### config.mk
export PLATFORM = sky130hd
export DESIGN_NAME = nec_ir_frame_decoder_core_flat
export DESIGN_NICKNAME = d
export VERILOG_FILES = /design/src/hdl/necir_pkg.sv /design/src/hdl/necir_in_if.sv /design/src/hdl/necir_out_if.sv /design/src/hdl/necir_cfg_regs.sv /design/src/hdl/necir_step.sv /design/src/hdl/nec_ir_frame_decoder_core.sv /design/src/flat_wrapper.sv
export SDC_FILE = /design/constraint.sdc
export NUM_CORES = 1
export LEC_CHECK = 0
export ABC_AREA = 1
export BUFFER_PORTS_ARGS = -buffer_cell sky130_fd_sc_hd__buf_2
export CAP_MARGIN = 20
export CELL_PAD_IN_SITES_DETAIL_PLACEMENT = 0
export CELL_PAD_IN_SITES_GLOBAL_PLACEMENT = 1
export CORE_MARGIN = 2
export CORE_UTILIZATION = 28
export CTS_CLUSTER_DIAMETER = 40
export DETAILED_ROUTE_END_ITERATION = 6
export PLACE_DENSITY_LB_ADDON = 0.1
export SLEW_MARGIN = 0
export SYNTH_ARGS = -nofsm -noshare
export SYNTH_HDL_FRONTEND = slang
export SYNTH_HIERARCHICAL = 1
export SYNTH_SLANG_ARGS = --single-unit
### constraint.sdc
create_clock -name clk -period 2.6 [get_ports clk]
set_clock_uncertainty 0.1 [all_clocks]
set_input_delay 0.13 -clock clk [delete_from_list [all_inputs] [get_ports clk]]
set_output_delay 0.13 -clock clk [all_outputs]
set_load 0.01 [all_outputs]
### src/hdl/necir_pkg.sv
// necir_pkg: shared types and constants of the nec infrared frame decoder
// decode phase enum, configuration register indexes and reset values, state structs
// no dependencies
package necir_pkg;

	localparam int CFG_W     = 8;
	localparam int CFG_IDX_W = 3;
	localparam int IV_W      = 8;
	localparam int BYTE_W    = 8;
	localparam int WORD_W    = 32;
	localparam int BITPOS_W  = 5;

	// configuration register indexes
	localparam logic [CFG_IDX_W-1:0] CFG_START_MIN     = 3'd0;
	localparam logic [CFG_IDX_W-1:0] CFG_START_MAX     = 3'd1;
	localparam logic [CFG_IDX_W-1:0] CFG_BIT_MIN       = 3'd2;
	localparam logic [CFG_IDX_W-1:0] CFG_BIT_MAX       = 3'd3;
	localparam logic [CFG_IDX_W-1:0] CFG_ONE_THRESHOLD = 3'd4;
	localparam logic [CFG_IDX_W-1:0] CFG_TIMEOUT_OVF   = 3'd5;

	// configuration reset values
	localparam logic [CFG_W-1:0] RST_START_MIN     = 8'h38;
	localparam logic [CFG_W-1:0] RST_START_MAX     = 8'h48;
	localparam logic [CFG_W-1:0] RST_BIT_MIN       = 8'h04;
	localparam logic [CFG_W-1:0] RST_BIT_MAX       = 8'h0F;
	localparam logic [CFG_W-1:0] RST_ONE_THRESHOLD = 8'h08;
	localparam logic [CFG_W-1:0] RST_TIMEOUT_OVF   = 8'h01 + 8'h01;

	// event codes
	localparam logic CMD_EDGE = 1'b0;
	localparam logic CMD_TICK = 1'b1;

	localparam logic [BITPOS_W-1:0] LAST_BIT = 5'd31;

	typedef enum logic [1:0] {
		PH_IDLE,
		PH_START,
		PH_DATA
	} phase_t;

	typedef struct packed {
		logic [CFG_W-1:0] start_min;
		logic [CFG_W-1:0] start_max;
		logic [CFG_W-1:0] bit_min;
		logic [CFG_W-1:0] bit_max;
		logic [CFG_W-1:0] one_threshold;
		logic [CFG_W-1:0] timeout_overflows;
	} cfg_t;

	typedef struct packed {
		phase_t              phase;
		logic [BITPOS_W-1:0] bit_position;
		logic [WORD_W-1:0]   frame_word;
		logic                timer_running;
		logic [CFG_W-1:0]    overflows_left;
	} dec_state_t;

endpackage

### src/hdl/necir_in_if.sv
// necir_in_if: event channel of the nec infrared frame decoder
// carries valid, ready, the event code and the measured interval; uses necir_pkg
interface necir_in_if;
	import necir_pkg::*;

	logic            valid;
	logic            ready;
	logic            cmd;
	logic [IV_W-1:0] interval;

	modport source (output valid, output cmd, output interval, input ready);
	modport sink (input valid, input cmd, input interval, output ready);
endinterface

### src/hdl/necir_out_if.sv
// necir_out_if: result channel of the nec infrared frame decoder
// carries valid, ready, the frame bytes and status flags; uses necir_pkg
interface necir_out_if;
	import necir_pkg::*;

	logic              valid;
	logic              ready;
	logic              frame_done;
	logic [BYTE_W-1:0] address_low;
	logic [BYTE_W-1:0] address_high;
	logic [BYTE_W-1:0] command;
	logic [BYTE_W-1:0] command_inverse;
	logic              receiving;

	modport source (
		output valid, output frame_done, output address_low, output address_high,
		output command, output command_inverse, output receiving, input ready
	);
	modport sink (
		input valid, input frame_done, input address_low, input address_high,
		input command, input command_inverse, input receiving, output ready
	);
endinterface

### src/hdl/necir_cfg_regs.sv
// necir_cfg_regs: configuration register file of the nec infrared frame decoder
// six 8-bit registers written through a plain write port; uses necir_pkg
module necir_cfg_regs (
	input  logic                            clk,
	input  logic                            arst_n,
	input  logic                            cfg_we,
	input  logic [necir_pkg::CFG_IDX_W-1:0] cfg_index,
	input  logic [necir_pkg::CFG_W-1:0]     cfg_wdata,
	output necir_pkg::cfg_t                 cfg
);
	import necir_pkg::*;

	cfg_t cfg_q;

	// register writes, unknown indexes are dropped
	always_ff @(posedge clk or negedge arst_n) begin
		if (!arst_n) begin
			cfg_q.start_min         <= RST_START_MIN;
			cfg_q.start_max         <= RST_START_MAX;
			cfg_q.bit_min           <= RST_BIT_MIN;
			cfg_q.bit_max           <= RST_BIT_MAX;
			cfg_q.one_threshold     <= RST_ONE_THRESHOLD;
			cfg_q.timeout_overflows <= RST_TIMEOUT_OVF;
		end else if (cfg_we) begin
			case (cfg_index)
				CFG_START_MIN:     cfg_q.start_min         <= cfg_wdata;
				CFG_START_MAX:     cfg_q.start_max         <= cfg_wdata;
				CFG_BIT_MIN:       cfg_q.bit_min           <= cfg_wdata;
				CFG_BIT_MAX:       cfg_q.bit_max           <= cfg_wdata;
				CFG_ONE_THRESHOLD: cfg_q.one_threshold     <= cfg_wdata;
				CFG_TIMEOUT_OVF:   cfg_q.timeout_overflows <= cfg_wdata;
				default: ;
			endcase
		end
	end

	assign cfg = cfg_q;
endmodule

### src/hdl/necir_step.sv
// necir_step: next-state logic of the nec infrared frame decoder for one event
// compares the interval with the configured bounds and updates the frame; uses necir_pkg
module necir_step (
	input  necir_pkg::cfg_t             cfg,
	input  necir_pkg::dec_state_t       cur,
	input  logic                        cmd,
	input  logic [necir_pkg::IV_W-1:0]  interval,
	output necir_pkg::dec_state_t       nxt,
	output logic                        done
);
	import necir_pkg::*;

	logic                 start_ok;
	logic                 bit_bad;
	logic                 bit_one;
	logic [CFG_W-1:0]     ovf_dec;
	logic [WORD_W-1:0]    bit_mask;

	// interval classification
	assign start_ok = (interval > cfg.start_min) && (interval < cfg.start_max);
	assign bit_bad  = (interval > cfg.bit_max) || (interval < cfg.bit_min);
	assign bit_one  = interval > cfg.one_threshold;
	assign ovf_dec  = cur.overflows_left - 1'b1;
	assign bit_mask = WORD_W'(1) << cur.bit_position;

	// state update
	always_comb begin
		nxt  = cur;
		done = 1'b0;
		if (cmd == CMD_TICK) begin
			if (cur.timer_running) begin
				nxt.overflows_left = ovf_dec;
				if (ovf_dec == '0) begin
					nxt.phase         = PH_IDLE;
					nxt.timer_running = 1'b0;
				end
			end
		end else begin
			case (cur.phase)
				PH_START: begin
					if (start_ok) begin
						nxt.frame_word   = '0;
						nxt.bit_position = '0;
						nxt.phase        = PH_DATA;
					end else begin
						nxt.phase = PH_IDLE;
					end
				end
				PH_DATA: begin
					if (bit_bad) begin
						nxt.phase = PH_IDLE;
					end else begin
						if (bit_one) begin
							nxt.frame_word = cur.frame_word | bit_mask;
						end
						if (cur.bit_position == LAST_BIT) begin
							nxt.bit_position = '0;
							nxt.phase        = PH_IDLE;
							done             = 1'b1;
						end else begin
							nxt.bit_position = cur.bit_position + 1'b1;
						end
					end
				end
				default: begin
					nxt.timer_running  = 1'b1;
					nxt.overflows_left = cfg.timeout_overflows;
					nxt.phase          = PH_START;
				end
			endcase
		end
	end
endmodule

### src/hdl/nec_ir_frame_decoder_core.sv
// nec_ir_frame_decoder_core: nec infrared frame decoder, top level
// an accepted event passes the input register, then its result the result register
// throughput: one event per cycle unless a result is held; the state register loops via necir_step
// a waiting result holds both stages, one more event is taken only while the input stage is empty
// reset: phase idle, timer stopped, frame word and counters zero, configuration at defaults
// uses necir_pkg, necir_in_if, necir_out_if, necir_cfg_regs and necir_step
module nec_ir_frame_decoder_core #(
	parameter int COUNTER_WIDTH = 8
) (
	input  logic                            clk,
	input  logic                            arst_n,
	necir_in_if.sink                        events,
	necir_out_if.source                     frames,
	input  logic                            cfg_we,
	input  logic [necir_pkg::CFG_IDX_W-1:0] cfg_index,
	input  logic [necir_pkg::CFG_W-1:0]     cfg_wdata
);
	import necir_pkg::*;

	// interval bits that the counter actually delivers
	localparam int            TW      = (COUNTER_WIDTH < IV_W) ? COUNTER_WIDTH : IV_W;
	localparam logic [IV_W-1:0] IV_MASK = IV_W'((1 << TW) - 1);

	cfg_t             cfg;
	dec_state_t       state_q;
	dec_state_t       state_nxt;
	logic             done_nxt;
	logic             advance;

	logic             valid_s1;
	logic             cmd_s1;
	logic [IV_W-1:0]  interval_s1;

	logic             valid_s2;
	logic             done_s2;
	logic [WORD_W-1:0] word_s2;
	logic             receiving_s2;

	necir_cfg_regs u_cfg (
		.clk       (clk),
		.arst_n    (arst_n),
		.cfg_we    (cfg_we),
		.cfg_index (cfg_index),
		.cfg_wdata (cfg_wdata),
		.cfg       (cfg)
	);

	necir_step u_step (
		.cfg      (cfg),
		.cur      (state_q),
		.cmd      (cmd_s1),
		.interval (interval_s1),
		.nxt      (state_nxt),
		.done     (done_nxt)
	);

	// pipeline moves when the result slot is free or being taken
	assign advance      = !valid_s2 || frames.ready;
	assign events.ready = !valid_s1 || advance;

	// input stage
	always_ff @(posedge clk or negedge arst_n) begin
		if (!arst_n) begin
			valid_s1 <= 1'b0;
		end else if (events.ready) begin
			valid_s1 <= events.valid;
		end
	end

	always_ff @(posedge clk) begin
		if (events.ready && events.valid) begin
			cmd_s1      <= events.cmd;
			interval_s1 <= events.interval & IV_MASK;
		end
	end

	// decoder state, updated once per processed item
	always_ff @(posedge clk or negedge arst_n) begin
		if (!arst_n) begin
			state_q.phase          <= PH_IDLE;
			state_q.bit_position   <= '0;
			state_q.frame_word     <= '0;
			state_q.timer_running  <= 1'b0;
			state_q.overflows_left <= '0;
		end else if (advance && valid_s1) begin
			state_q <= state_nxt;
		end
	end

	// result stage
	always_ff @(posedge clk or negedge arst_n) begin
		if (!arst_n) begin
			valid_s2 <= 1'b0;
		end else if (advance) begin
			valid_s2 <= valid_s1;
		end
	end

	always_ff @(posedge clk) begin
		if (advance && valid_s1) begin
			done_s2      <= done_nxt;
			word_s2      <= state_nxt.frame_word;
			receiving_s2 <= (state_nxt.phase != PH_IDLE);
		end
	end

	assign frames.valid           = valid_s2;
	assign frames.frame_done      = done_s2;
	assign frames.address_low     = word_s2[BYTE_W-1:0];
	assign frames.address_high    = word_s2[2*BYTE_W-1:BYTE_W];
	assign frames.command         = word_s2[3*BYTE_W-1:2*BYTE_W];
	assign frames.command_inverse = word_s2[4*BYTE_W-1:3*BYTE_W];
	assign frames.receiving       = receiving_s2;
endmodule
### src/flat_wrapper.sv
// flat-port wrapper written by rule: the top's interface ports become plain ports
module nec_ir_frame_decoder_core_flat import necir_pkg::*;
#(
	parameter int COUNTER_WIDTH = 8
)
  (clk, arst_n, cfg_we, cfg_index, cfg_wdata, events_valid, events_cmd, events_interval, events_ready, frames_valid, frames_frame_done, frames_address_low, frames_address_high, frames_command, frames_command_inverse, frames_receiving, frames_ready);
  necir_in_if events_i ();
  necir_out_if frames_i ();
  input  logic clk;
  input  logic arst_n;
  input  logic cfg_we;
  input  logic [necir_pkg::CFG_IDX_W-1:0] cfg_index;
  input  logic [necir_pkg::CFG_W-1:0] cfg_wdata;
  input wire logic [$bits(events_i.valid)-1:0] events_valid;
  input wire logic [$bits(events_i.cmd)-1:0] events_cmd;
  input wire logic [$bits(events_i.interval)-1:0] events_interval;
  output wire logic [$bits(events_i.ready)-1:0] events_ready;
  output wire logic [$bits(frames_i.valid)-1:0] frames_valid;
  output wire logic [$bits(frames_i.frame_done)-1:0] frames_frame_done;
  output wire logic [$bits(frames_i.address_low)-1:0] frames_address_low;
  output wire logic [$bits(frames_i.address_high)-1:0] frames_address_high;
  output wire logic [$bits(frames_i.command)-1:0] frames_command;
  output wire logic [$bits(frames_i.command_inverse)-1:0] frames_command_inverse;
  output wire logic [$bits(frames_i.receiving)-1:0] frames_receiving;
  input wire logic [$bits(frames_i.ready)-1:0] frames_ready;
  assign events_i.valid = events_valid;
  assign events_i.cmd = events_cmd;
  assign events_i.interval = events_interval;
  assign events_ready = events_i.ready;
  assign frames_valid = frames_i.valid;
  assign frames_frame_done = frames_i.frame_done;
  assign frames_address_low = frames_i.address_low;
  assign frames_address_high = frames_i.address_high;
  assign frames_command = frames_i.command;
  assign frames_command_inverse = frames_i.command_inverse;
  assign frames_receiving = frames_i.receiving;
  assign frames_i.ready = frames_ready;
  nec_ir_frame_decoder_core #(.COUNTER_WIDTH(COUNTER_WIDTH)) u_core (.clk(clk), .arst_n(arst_n), .events(events_i), .frames(frames_i), .cfg_we(cfg_we), .cfg_index(cfg_index), .cfg_wdata(cfg_wdata));
endmodule
==> impl_metrics.env, run 1 <==
export IMPL_die_h_um=172
export IMPL_synth_area_leaders="dfrtp_1 (27%), edfxtp_1 (16%), nand2_1 (14%)"
export IMPL_multi_input_area_um2=3470
export IMPL_clock_latency_ps=440
export IMPL_critical_path_reg2reg_endpoint="u_core/word_s2[11]"
export IMPL_vias=6169
export IMPL_final_common_cell="nand2_1"
export IMPL_die_area_um2=29600
export IMPL_nets=1093
export IMPL_ir_drop_v=0.000381
export IMPL_synth_main_ff_cell="dfrtp_1"
export IMPL_yosysTopAreaCell="dfrtp_1"
export IMPL_worstPathRequired_ps=2670
export IMPL_syn_avg_cell_area_um2=8.58
export IMPL_hold_end="u_core/u_cfg/cfg[16]"
export IMPL_clockBufferDepth=2
export IMPL_io_buffers=60
export IMPL_htree_levels=4
export IMPL_synthesis_area_um2=7900
export IMPL_rsz0062_at_grt="no"
export IMPL_clkSlewWorstSetupHoldPaths_ps=60
export IMPL_n_antenna_cell=0
export IMPL_crit_slowest_cell="dfstp_2"
export IMPL_power_leakage_nw=4.62
export IMPL_synth_nets=995
export IMPL_whs_ps=16.5
export IMPL_hp_start="cfg_we"
export IMPL_outcome="complete, no violations"
export IMPL_routed_wl_mm=22.0
export IMPL_avgRoutedWirePerCell_um=15.6
export IMPL_final_cell_mix="nand2_1 (297), nand3_1 (134), inv_1 (109)"
export IMPL_place_congestion=0.729
export IMPL_firstDrtPassIters=4
export IMPL_dpl_hpwl_mm=14.7
export IMPL_track_usage_pct=16.0
export IMPL_tritoncts="built"
export IMPL_min_period_over_period_pct=92.2
export IMPL_crit_top_cell="nand2_1"
export IMPL_initial_core_util_pct=28.4
export IMPL_critPathKind="flop to flop"
export IMPL_final_setup_tns_ps=0
export IMPL_min_path_cells=5
export IMPL_grt_pass1_wl_mm=35.7
export IMPL_antenna_found_initial=0
export IMPL_slew_headroom_pct=56.7
export IMPL_rr_worst_depth=13
export IMPL_core_area_um2=27800
export IMPL_worst_path_max_fanout=9
export IMPL_start_kind="flop"
export IMPL_overflow=0
export IMPL_crit_family="simple AND/OR/NAND/NOR gates"
export IMPL_core_rowCount=61
export IMPL_synth_edf_count=43
export IMPL_grt_max_degree=50
export IMPL_nFillCells=2967
export IMPL_root_buffer="clkbuf_16"
export IMPL_synth_top_area_share_pct=27.2
export IMPL_crit_arrival_ps=2470
export IMPL_report_final_slew_viol_count=0
export IMPL_r2r_slack_ps=200
export IMPL_die_w_um=172
export IMPL_design_area_um2=9520
export IMPL_ys_warn_count=6
export IMPL_max_stage_delay_ps=530
export IMPL_place_area_um2=8670
export IMPL_grt_pass1_vias=6230
export IMPL_finalSetupViolCount=0
export IMPL_report_final_hold_viol_count=0
export IMPL_pin_count=61
export IMPL_hp_class="primary input to flop"
export IMPL_fin_total_pwr_mw=7.74
export IMPL_cts_buffers=17
export IMPL_drt_initial_drc_count=347
export IMPL_seq_area_um2=3760
export IMPL_crit_reg2reg_launch="u_core/u_cfg/cfg[43]"
export IMPL_period_minus_slack_ps=2400
export IMPL_crit_buf_inv=2
export IMPL_area_growth_pct=20.5
export IMPL_clock_sinks=141
export IMPL_worstPathCellList="inv_1 > ha_1 > nand2_1 > nor2_1 > nand2_1 > nand2_1 > nor2_1 > nand3_2 > nand2_2 > nand2_4 > nor2_8 > buf_4 > a21oi_1"
export IMPL_synth_distinct_cells=40
export IMPL_drive_gt1_share_pct=18.7
export IMPL_ys_ff_latch=141
export IMPL_fmax_ghz=0.417
export IMPL_async_flop_share_pct=69.5
export IMPL_worstMarginPinSlew_ps=650
export IMPL_synth_seq_area_share_pct=47.6
export IMPL_syn_inst=921
export IMPL_vias_per_cell=4.38
export IMPL_maxCapViolCount=0
export IMPL_ant_nets=0
export IMPL_end_kind="flop"
export IMPL_post_cts_buffers=0
export IMPL_drc=0
export IMPL_power_per_cell_area_nw_per_um2=813
[cells in the mapped netlist (6+ instances only)]
cell type	number
a22oi_1	8
inv_2	10
buf_2	11
nand2_1	299
a21oi_2	20
a21oi_1	37
nand2_2	6
nor2_4	7
dfstp_2	12
o21ai_0	7
ha_1	49
buf_4	7
edfxtp_1	43
nand3_1	134
inv_1	109
nor2_1	25
dfrtp_1	86
[kinds of logic after synthesis]
family	after synthesis	synth area share, %
and+or+nand+nor	494	28.9
buffers and inverters	151	8.68
DFF	141	47.6
AOI/OAI and AO/OA	80	6.43
adders and majority gates	49	7.76
xor gates and xnor gates	6	0.665
[worst reg2reg max path, stage by stage (launching register included)]
cell     delay, ps
dfstp_2        530
inv_1           40
ha_1           300
nand2_1         90
nor2_1          60
nand2_1         60
nand2_1         40
nor2_1         170
nand3_2        120
nand2_2         90
nand2_4         70
nor2_8         180
buf_4          210
a21oi_1         80
[power breakdown]
part           internal (mW)  leakage, nW  switching [mW]
clock network           1.42        0.265            1.04
registers               2.65         1.68           0.288
logic                  0.840         2.68            1.50
total                   4.91         4.62            2.82
[sequential cells by signal (all words and copies together), names as in the netlist]
register / flops
u_core/frames.frame_done: 1
u_core/u_cfg/cfg: 48
u_core/interval_s1: 8
u_core/state_q: 48
u_core/word_s2: 32
u_core/frames.valid: 1
u_core/cmd_s1: 1
u_core/frames.receiving: 1
u_core/valid_s1: 1
[timing repair]
action | 4_1_cts | 5_1_grt
hold buffers | 25 | 0
hold endpoints to repair | 92 | 0
gates resized for setup | 0 | 2
endpoints found under the setup margin | 0 | 20
[stage by stage]
step                cells  setup WS, ps  utilization [%]
floorplan             921           407                -
global placement     1353           150             31.2
detailed placement   1353           123             31.2
CTS                  1410           116             34.2
global route         1410          1.73             34.3
finish               1410           202             34.3
[area by class of cell]
type / instances / share of cell area, %
clock inverters: 15 / 1.70
repair buffers: 110 / 8.22
multi-input cells: 629 / 36.4
inverters: 120 / 4.73
clock buffers: 17 / 4.47
well taps: 378 / 4.97
flip-flops and latches: 141 / 39.5
[routing by layer]
| metal | global-route usage [%] | vias to the layer above | part of all wire, % |
|---|---|---|---|
| met3 | 2.91 | 18 | 2.6 |
| met1 | 20.5 | 2896 | 48 |
| li1 | - | 3170 | - |
| met5 | 0 | - | 0 |
| met2 | 27.6 | 85 | 49 |
| met4 | 4.27 | 0 | 1.0 |
[how the worst max path moves through the flow]
stage | startpoint | to | depth (start not counted)
2_1_floorplan | u_core/u_cfg/cfg[17] | u_core/frames.receiving | 14
3_3_place_gp | u_core/u_cfg/cfg[43] | u_core/state_q[35] | 15
3_5_place_dp | u_core/interval_s1[3] | u_core/state_q[35] | 14
4_1_cts | u_core/interval_s1[3] | u_core/state_q[35] | 14
5_1_grt | u_core/u_cfg/cfg[43] | u_core/state_q[37] | 15
6_report | u_core/u_cfg/cfg[43] | u_core/word_s2[11] | 13
(Power assumes the default switching activity.)
==> run 2: changes to the inputs <==
--- a/config.mk
+++ b/config.mk
@@ -10,12 +10,12 @@
 export CAP_MARGIN = 20
 export CELL_PAD_IN_SITES_DETAIL_PLACEMENT = 0
 export CELL_PAD_IN_SITES_GLOBAL_PLACEMENT = 1
-export CORE_MARGIN = 2
+export CORE_MARGIN = 4
 export CORE_UTILIZATION = 28
 export CTS_CLUSTER_DIAMETER = 40
 export DETAILED_ROUTE_END_ITERATION = 6
 export PLACE_DENSITY_LB_ADDON = 0.1
-export SLEW_MARGIN = 0
+export SLEW_MARGIN = 20
 export SYNTH_ARGS = -nofsm -noshare
 export SYNTH_HDL_FRONTEND = slang
 export SYNTH_HIERARCHICAL = 1
==> impl_metrics.env, run 2 (synthesized netlist as in run 1, its figures left out) <==
export IMPL_dpl_hpwl_mm=14.9
export IMPL_crit_arrival_ps=2510
export IMPL_htree_levels=4
export IMPL_tritoncts="built"
export IMPL_report_final_slew_viol_count=0
export IMPL_pin_count=61
export IMPL_die_area_um2=31000
export IMPL_outcome="complete, no violations"
export IMPL_nets=1106
export IMPL_power_leakage_nw=4.66
export IMPL_whs_ps=86.0
export IMPL_power_per_cell_area_nw_per_um2=794
export IMPL_wl_met2_mm=11.3
export IMPL_firstDrtPassIters=4
export IMPL_fin_total_pwr_mw=7.70
export IMPL_multi_input_area_um2=3570
export IMPL_grt_max_degree=50
export IMPL_routed_wl_mm=22.7
export IMPL_drive_gt1_share_pct=20.4
export IMPL_antenna_found_initial=0
export IMPL_hp_class="primary input to asynchronous set/reset pin"
export IMPL_area_growth_pct=22.7
export IMPL_rr_worst_depth=13
export IMPL_wl_met3_um=584
export IMPL_critical_path_reg2reg_endpoint="u_core/frames.receiving"
export IMPL_die_h_um=176
export IMPL_clockBufferDepth=2
export IMPL_die_w_um=176
export IMPL_cts_buffers=17
export IMPL_track_usage_pct=15.1
export IMPL_fmax_ghz=0.411
export IMPL_clkSlewWorstSetupHoldPaths_ps=60
export IMPL_critPathKind="flop to flop"
export IMPL_final_setup_tns_ps=0
export IMPL_vias_per_cell=4.37
export IMPL_end_kind="flop"
export IMPL_initial_core_util_pct=28.4
export IMPL_place_congestion=0.726
export IMPL_report_final_hold_viol_count=0
export IMPL_worstPathRequired_ps=2680
export IMPL_max_stage_delay_ps=470
export IMPL_grt_pass1_wl_mm=36.3
export IMPL_r2r_slack_ps=170
export IMPL_clock_latency_ps=430
export IMPL_drc=0
export IMPL_avgRoutedWirePerCell_um=16.0
export IMPL_min_period_over_period_pct=93.6
export IMPL_slew_headroom_pct=55.9
export IMPL_crit_reg2reg_launch="u_core/interval_s1[1]"
export IMPL_rsz0062_at_grt="no"
export IMPL_period_minus_slack_ps=2430
export IMPL_utilization_pct=34.9
export IMPL_worstMarginPinSlew_ps=661
export IMPL_final_cell_mix="nand2_1 (296), nand3_1 (130), inv_1 (109)"
export IMPL_io_buffers=60
export IMPL_core_rowCount=61
export IMPL_nFillCells=2960
export IMPL_final_common_cell="nand2_1"
export IMPL_start_kind="flop"
export IMPL_crit_top_cell="nand2_1"
export IMPL_drt_initial_drc_count=318
export IMPL_root_buffer="clkbuf_16"
export IMPL_worstPathCellList="buf_4 > ha_1 > nand2_1 > nand2_1 > nand2_1 > nand2_2 > nand2_2 > nand2_8 > nand2_8 > o21ai_1 > nand2_1 > nand2_1 > or2_2"
export IMPL_vias=6215
export IMPL_maxCapViolCount=0
export IMPL_ir_drop_v=0.000388
export IMPL_wl_met1_mm=10.6
export IMPL_worst_path_max_fanout=7
export IMPL_n_antenna_cell=0
export IMPL_clock_sinks=141
export IMPL_top_layer="met4"
export IMPL_core_area_um2=27800
export IMPL_finalSetupViolCount=0
export IMPL_ant_nets=0
export IMPL_grt_pass1_vias=6394
export IMPL_crit_slowest_cell="edfxtp_1"
export IMPL_final_cells=1423
export IMPL_overflow=0
export IMPL_place_inst=1347
export IMPL_seq_area_um2=3760
## run 2: worst max-delay path by stage
stage	start	end	depth (start not counted)
after global routing	u_core/u_cfg/cfg[19]	u_core/state_q[28]	15
after floorplan	u_core/u_cfg/cfg[17]	u_core/frames.receiving	14
final	u_core/interval_s1[1]	u_core/frames.receiving	13
after detailed placement	u_core/interval_s1[1]	u_core/state_q[31]	14
after CTS	u_core/interval_s1[1]	u_core/state_q[35]	14
after global placement	u_core/interval_s1[1]	u_core/state_q[18]	14
## run 2: worst max-delay path: cells and delay by family, from the launching register on
family / cells / cell delay (ps)
fa+ha+maj: 1 / 260
compound gates: 1 / 100
buf+inv: 1 / 200
simple gates: 10 / 1060
flops: 1 / 470
## run 2: cell type report
class,instances,share of cell area (%)
inverters,120,4.65
repair buffers,121,9.24
flip-flops and latches,141,38.8
multi-input cells,631,36.8
clock buffers,19,4.47
clock inverters,13,1.21
well taps,378,4.88
## run 2: layer usage
layer	vias to the layer above	global-route usage (%)
li1	3202	-
met1	2921	19.5
met2	76	26.4
met3	16	2.81
met4	0	3.80
met5	-	0
## run 2: where the power goes
part | switching, mW | internal (mW) | total, mW | leakage, nW
registers | 0.296 | 2.65 | 2.95 | 1.68
logic | 1.56 | 0.869 | 2.43 | 2.72
clock network | 1.00 | 1.32 | 2.32 | 0.256
## run 2: metrics by stage
stage               worst slack, ps  cell area, µm²
floorplan                       407            7900
global placement                124            8630
detailed placement              114            8630
CTS                             102            9480
global route                   5.24            9700
finish                          167            9700
## run 2: what timing repair did
action,4_1_cts,5_1_grt
setup endpoints to repair,0,44
buffers inserted,0,12
hold buffers,30,0
endpoints found under the hold margin,124,0
resized for setup,0,17
